--- config.mk ---
export PLATFORM = sky130hd
export DESIGN_NAME = tkst_cell
export DESIGN_NICKNAME = d
export VERILOG_FILES = /design/src/rtl/tkst_pkg.sv /design/src/rtl/tkst_cell.sv
export SDC_FILE = /design/constraint.sdc
export NUM_CORES = 1
export LEC_CHECK = 0
export BUFFER_PORTS_ARGS = -buffer_cell sky130_fd_sc_hd__buf_2
export CAP_MARGIN = 10
export CORE_AREA = 2 2 267 269
export CTS_CLUSTER_SIZE = 14
export DETAILED_ROUTE_END_ITERATION = 12
export DIE_AREA = 0 0 269 271
export PLACE_DENSITY_LB_ADDON = 0.12
export SETUP_SLACK_MARGIN = 0.15
export SLEW_MARGIN = 20
export SYNTH_ARGS = -nofsm -noshare
export SYNTH_HDL_FRONTEND = slang
export SYNTH_SLANG_ARGS = --single-unit
export TNS_END_PERCENT = 10
--- constraint.sdc ---
create_clock -name clk -period 5.1 [get_ports clk]
set_input_delay 1.02 -clock clk [delete_from_list [all_inputs] [get_ports clk]]
set_output_delay 1.02 -clock clk [all_outputs]
set_load 0.05 [all_outputs]
--- src/rtl/tkst_pkg.sv ---
`timescale 1ns / 1ps
`default_nettype none
// ----------------------------------------------------------------------------
// tkst_pkg
// Shared types and constants of the top-k named score table.
// ----------------------------------------------------------------------------
package tkst_pkg;
	localparam int TableEntries = 24;
	localparam int RankW = 5;
	localparam int NameBytes = 23;
	localparam int ScoreW = 31;

	localparam logic [2:0] StBadName  = 3'd0;
	localparam logic [2:0] StUpdated  = 3'd1;
	localparam logic [2:0] StInserted = 3'd2;
	localparam logic [2:0] StNotQual  = 3'd3;
	localparam logic [2:0] StRead     = 3'd4;

	localparam logic CmdInsert = 1'b0;
	localparam logic CmdRead   = 1'b1;

	typedef struct packed {
		logic [63:0]       n0;
		logic [63:0]       n1;
		logic [63:0]       n2;
		logic [ScoreW-1:0] pts;
	} entry_t;

	// Control broadcast from the sequencer to every cell.
	typedef struct packed {
		logic   ins;   // evict bottom, take new entry at its sorted place
		logic   upd;   // raise score of the matching entry and re-place it
		entry_t ent;
	} cell_ctl_t;

	// true when a ranks strictly before b
	function automatic logic ranks_before(entry_t a, entry_t b);
		if (a.pts != b.pts) return a.pts > b.pts;
		if (a.n0 != b.n0) return a.n0 < b.n0;
		if (a.n1 != b.n1) return a.n1 < b.n1;
		return a.n2 < b.n2;
	endfunction
endpackage
`default_nettype wire

--- src/rtl/tkst_cell.sv ---
`timescale 1ns / 1ps
`default_nettype none
// ----------------------------------------------------------------------------
// tkst_cell
// One slot of the sorted table; shifts toward the bottom to open a gap.
// ----------------------------------------------------------------------------
module tkst_cell (
	input  wire logic               clk,
	input  wire logic               arst_n,
	input  wire tkst_pkg::cell_ctl_t ctl,
	input  wire tkst_pkg::entry_t   up_ent,     // neighbor above
	input  wire logic               up_after,   // new entry ranks after neighbor above
	input  wire logic               up_match,   // match lies above or at neighbor above
	input  wire logic               is_top,
	input  wire logic               is_bottom,
	output tkst_pkg::entry_t        ent,
	output logic                    after,
	output logic                    match_here,
	output logic                    match_at_or_above
);
	tkst_pkg::entry_t ent_q;
	tkst_pkg::entry_t nxt;
	logic up_a, ent_match;

	assign ent = ent_q;
	assign ent_match = (ent_q.n0 == ctl.ent.n0) && (ent_q.n1 == ctl.ent.n1) &&
		(ent_q.n2 == ctl.ent.n2);
	assign match_here = ent_match;
	assign match_at_or_above = ent_match | (up_match & ~is_top);
	// for update, the entry compared against carries the raised score
	assign after = !tkst_pkg::ranks_before(ctl.ent, ent_q);
	// nothing lies above the top cell, so the new entry always ranks after it
	assign up_a = is_top ? 1'b1 : up_after;

	always_comb begin
		nxt = ent_q;
		if (ctl.ins) begin
			// cells after the insertion point move down by one; the bottom
			// cell is evicted and takes the new entry when it lands last
			if (!after || is_bottom) nxt = up_a ? ctl.ent : up_ent;
		end else if (ctl.upd) begin
			// match only moves up (score never drops): cells from the new place
			// down to the match move down by one
			if (match_at_or_above && !(up_match & ~is_top) ) begin
				if (!up_a && !is_top) nxt = up_ent;
				else nxt = ctl.ent;
			end else if (!after && !match_at_or_above) begin
				nxt = up_a ? ctl.ent : up_ent;
			end
		end
	end

	always_ff @(posedge clk or negedge arst_n) begin
		if (!arst_n) begin
			ent_q <= '0;
		end else begin
			ent_q <= nxt;
		end
	end
endmodule
`default_nettype wire

==> metrics <==
outcome=complete, no violations; CTS Root Buffer Type=clkbuf_16; WS Path Type=in2out; maximum vdd drop=389 µV; Post-synth top cells=mux2i_1 (438), inv_1 (227), dfrtp_1 (223), ha_1 (223), a21oi_1 (83); core footprint=69,800 µm²; Max Freq=0.211 GHz; part of the power in registers=21.7%; Setup Skew=about 0.015 ns; worst slew pin tran=roughly 0.93 ns; delay-heaviest family, CP=simple AND/OR/NAND/NOR gates; Final Hold Fails=0; crit-path cells=buf_2, ha_1, and4_1, nor4bb_2, and2_1, and3_1, and3_1, and4_1, nand2b_1, buf_2; wire length per cell=20.5 µm; power share of the clock group=14.7%; Post-Syn Area=16,100 µm²; Critical Path RT=4.08 ns; type of destination of the critical path=output pin; largest net degree at the start of global routing=92; Slowest-stage cell, CP=nor4bb_2; area grow syn2layout=35.2%; Sw Share=54.6%; die area=72,900 µm²; fin crit period=4.74 ns; RSZ-0062 raised after global routing=no; MaxCap Viol Count=0; vias in the first global route=between 15k and 20k; Logic pwr share=63.6%; Net Sw Power=8070 µW; max reg flops=223; clock latency at the later pin of the worst-skew pair=around 0.60 ns; post-synth top area share=34.6%; Synth area leaders=dfrtp_1 (35%), mux2i_1 (27%), ha_1 (17%), inv_1 (5.3%), a21oi_1 (2.6%); Critical Path Fanout Max=4; Avg Synthesized Cell Area=10.5 µm²; DR DRC count=0; setup TNS=0 ns; Vias=14.3k; WP buf/inv=2; Fin Hold WS=about 0.44 ns; Pint=6720 µW; Yosys reg bits=223; first-pass GRT wire length=just under 100,000 µm; Initial Util=23.1%; CP peak stage delay=0.50 ns; gr ovfl total=0; Net Count, Synth=roughly 2.2k; IO Port Bufs=679; clock slew at reported path FFs=0.06 ns; GRT Util Overall=17.5%; # rows=97; Tcrit/Tclk final=92.9%; Arr. time, crit path=3.72 ns; Inserted Clock Buffers=31; Netlist cell types=53; Die Wd=between 200 and 300 µm; final WL=roughly 66,000 µm; layout cells sized above 1=about a third; asr flop ratio synth=100%; Nets=just under 3k; final setup fails=0; Initial DRT Pass Iterations=4; Final ANT Viol Nets=0; sequential area share after synthesis=about a third; IO Count=680; Syn Inst Count=about 1.5k; power density over the cells=a little under 700 nW/µm²; CTS sink count=223; CTS max path bufs=3; most frequent cell after synthesis=mux2i_1; chip height=271 µm; Leak=0.0117 µW; fill count=7,451; hpwl dp=54,300 µm; initial antenna violation count=40; initial detailed-routing violation count=471; warnings from Yosys=0; CP Launch Type=input pin; CTS tree=yes; Top FF cell, synth=dfrtp_1; max_slew headroom=38.0%; Via density=4.43; H-Tree Depth=1; dominant cell type by area after synthesis=dfrtp_1; Pwr Total=~15,000 µW; fin. max-slew vios=0; type of the worst min-delay path=in2async; EDFF count, synth=0; GPL Wtd Cong=just under 0.9
==> placed cells by master (no fill, tap or decap), drive strengths merged, types with 5 or more instances in the layout <==
master and n:
diode 19, nor4 11, nor2b 8, clkbuf 53
nor2 23, inv 228, buf 714, mux2i 438
ha 223, nand4 52, a21oi 83, a21o 22
dfrtp 223, a211oi 11, o21ai 27, nand2 38
nand3 28, and4 5, nor3 10
==> path summary, 6_finish.rpt <==
| path | end | cells past startpoint | slack, ns | from |
|---|---|---|---|---|
| worst min-delay path | ent[213]$_DFFE_PN0P_ | 1 | 0.44 | arst_n |
| min in group clk | ent[0]$_DFFE_PN0P_ | 1 | 0.53 | ent[0]$_DFFE_PN0P_ |
| worst min register to register | ent[0]$_DFFE_PN0P_ | 1 | 0.53 | ent[0]$_DFFE_PN0P_ |
| max in group asynchronous | ent[178]$_DFFE_PN0P_ | 2 | 3.51 | arst_n |
| worst max register to register | ent[71]$_DFFE_PN0P_ | 13 | 1.27 | ent[214]$_DFFE_PN0P_ |
| worst max-delay path | match_at_or_above | 10 | 0.36 | ctl[212] |
==> power groups by stage <==
stage | registers [µW] | logic (µW) | clock network (µW)
global route | 3330 | 10200 | 2320
CTS | 3230 | 9540 | 2260
detailed placement | 3240 | 9520 | 0
finish | 3210 | 9410 | 2170
floorplan | 6390 | 3650 | 0
global placement | 3230 | 9480 | 0
==> metrics by stage <==
stage	util (%)	worst slack (ns)	instance area, µm²	std cells
CTS	31.2	0.173	21700	3196
global placement	29.7	-0.155	20700	3138
global route	31.2	0.205	21800	3212
detailed placement	29.7	-0.160	20700	3138
finish	31.2	0.364	21800	3216
floorplan	-	0.548	16100	1534
==> final cells by class <==
cell class              count  area [µm²]  area share, %
inverters                 227         852           3.91
flip-flops and latches    223        5580           25.6
diodes                     19        47.5          0.218
repair buffers            714        3760           17.2
multi-input cells        1035        9410           43.1
well taps                 940        1180           5.39
clock buffers              53         928           4.26
clock inverters             5        53.8          0.247
==> logic make-up after synthesis <==
kind of cell / Yosys count / synth area share [%]
fa+ha+maj: 223 / 17.3
buf+inv: 276 / 7.36
simple gates: 190 / 6.31
mux: 442 / 27.5
flops: 223 / 34.6
compound gates: 180 / 6.95
==> what timing repair did <==
action | in CTS | in global routing
setup endpoints to repair | 2 | 1
hold buffers | 0 | 0
pin swaps | 1 | 1
buffers inserted | 0 | 1
gates cloned | 0 | 0
resized for setup | 3 | 2
==> metal layers <==
metal	part of all wire, %	routed length (µm)	GRT usage, %
met5	0.33	218	0
met1	37	24500	18.8
met4	3.0	2010	5.41
met3	7.9	5190	5.49
met2	52	34000	32.1
No activity file was read; power rests on OpenSTA's default activity.
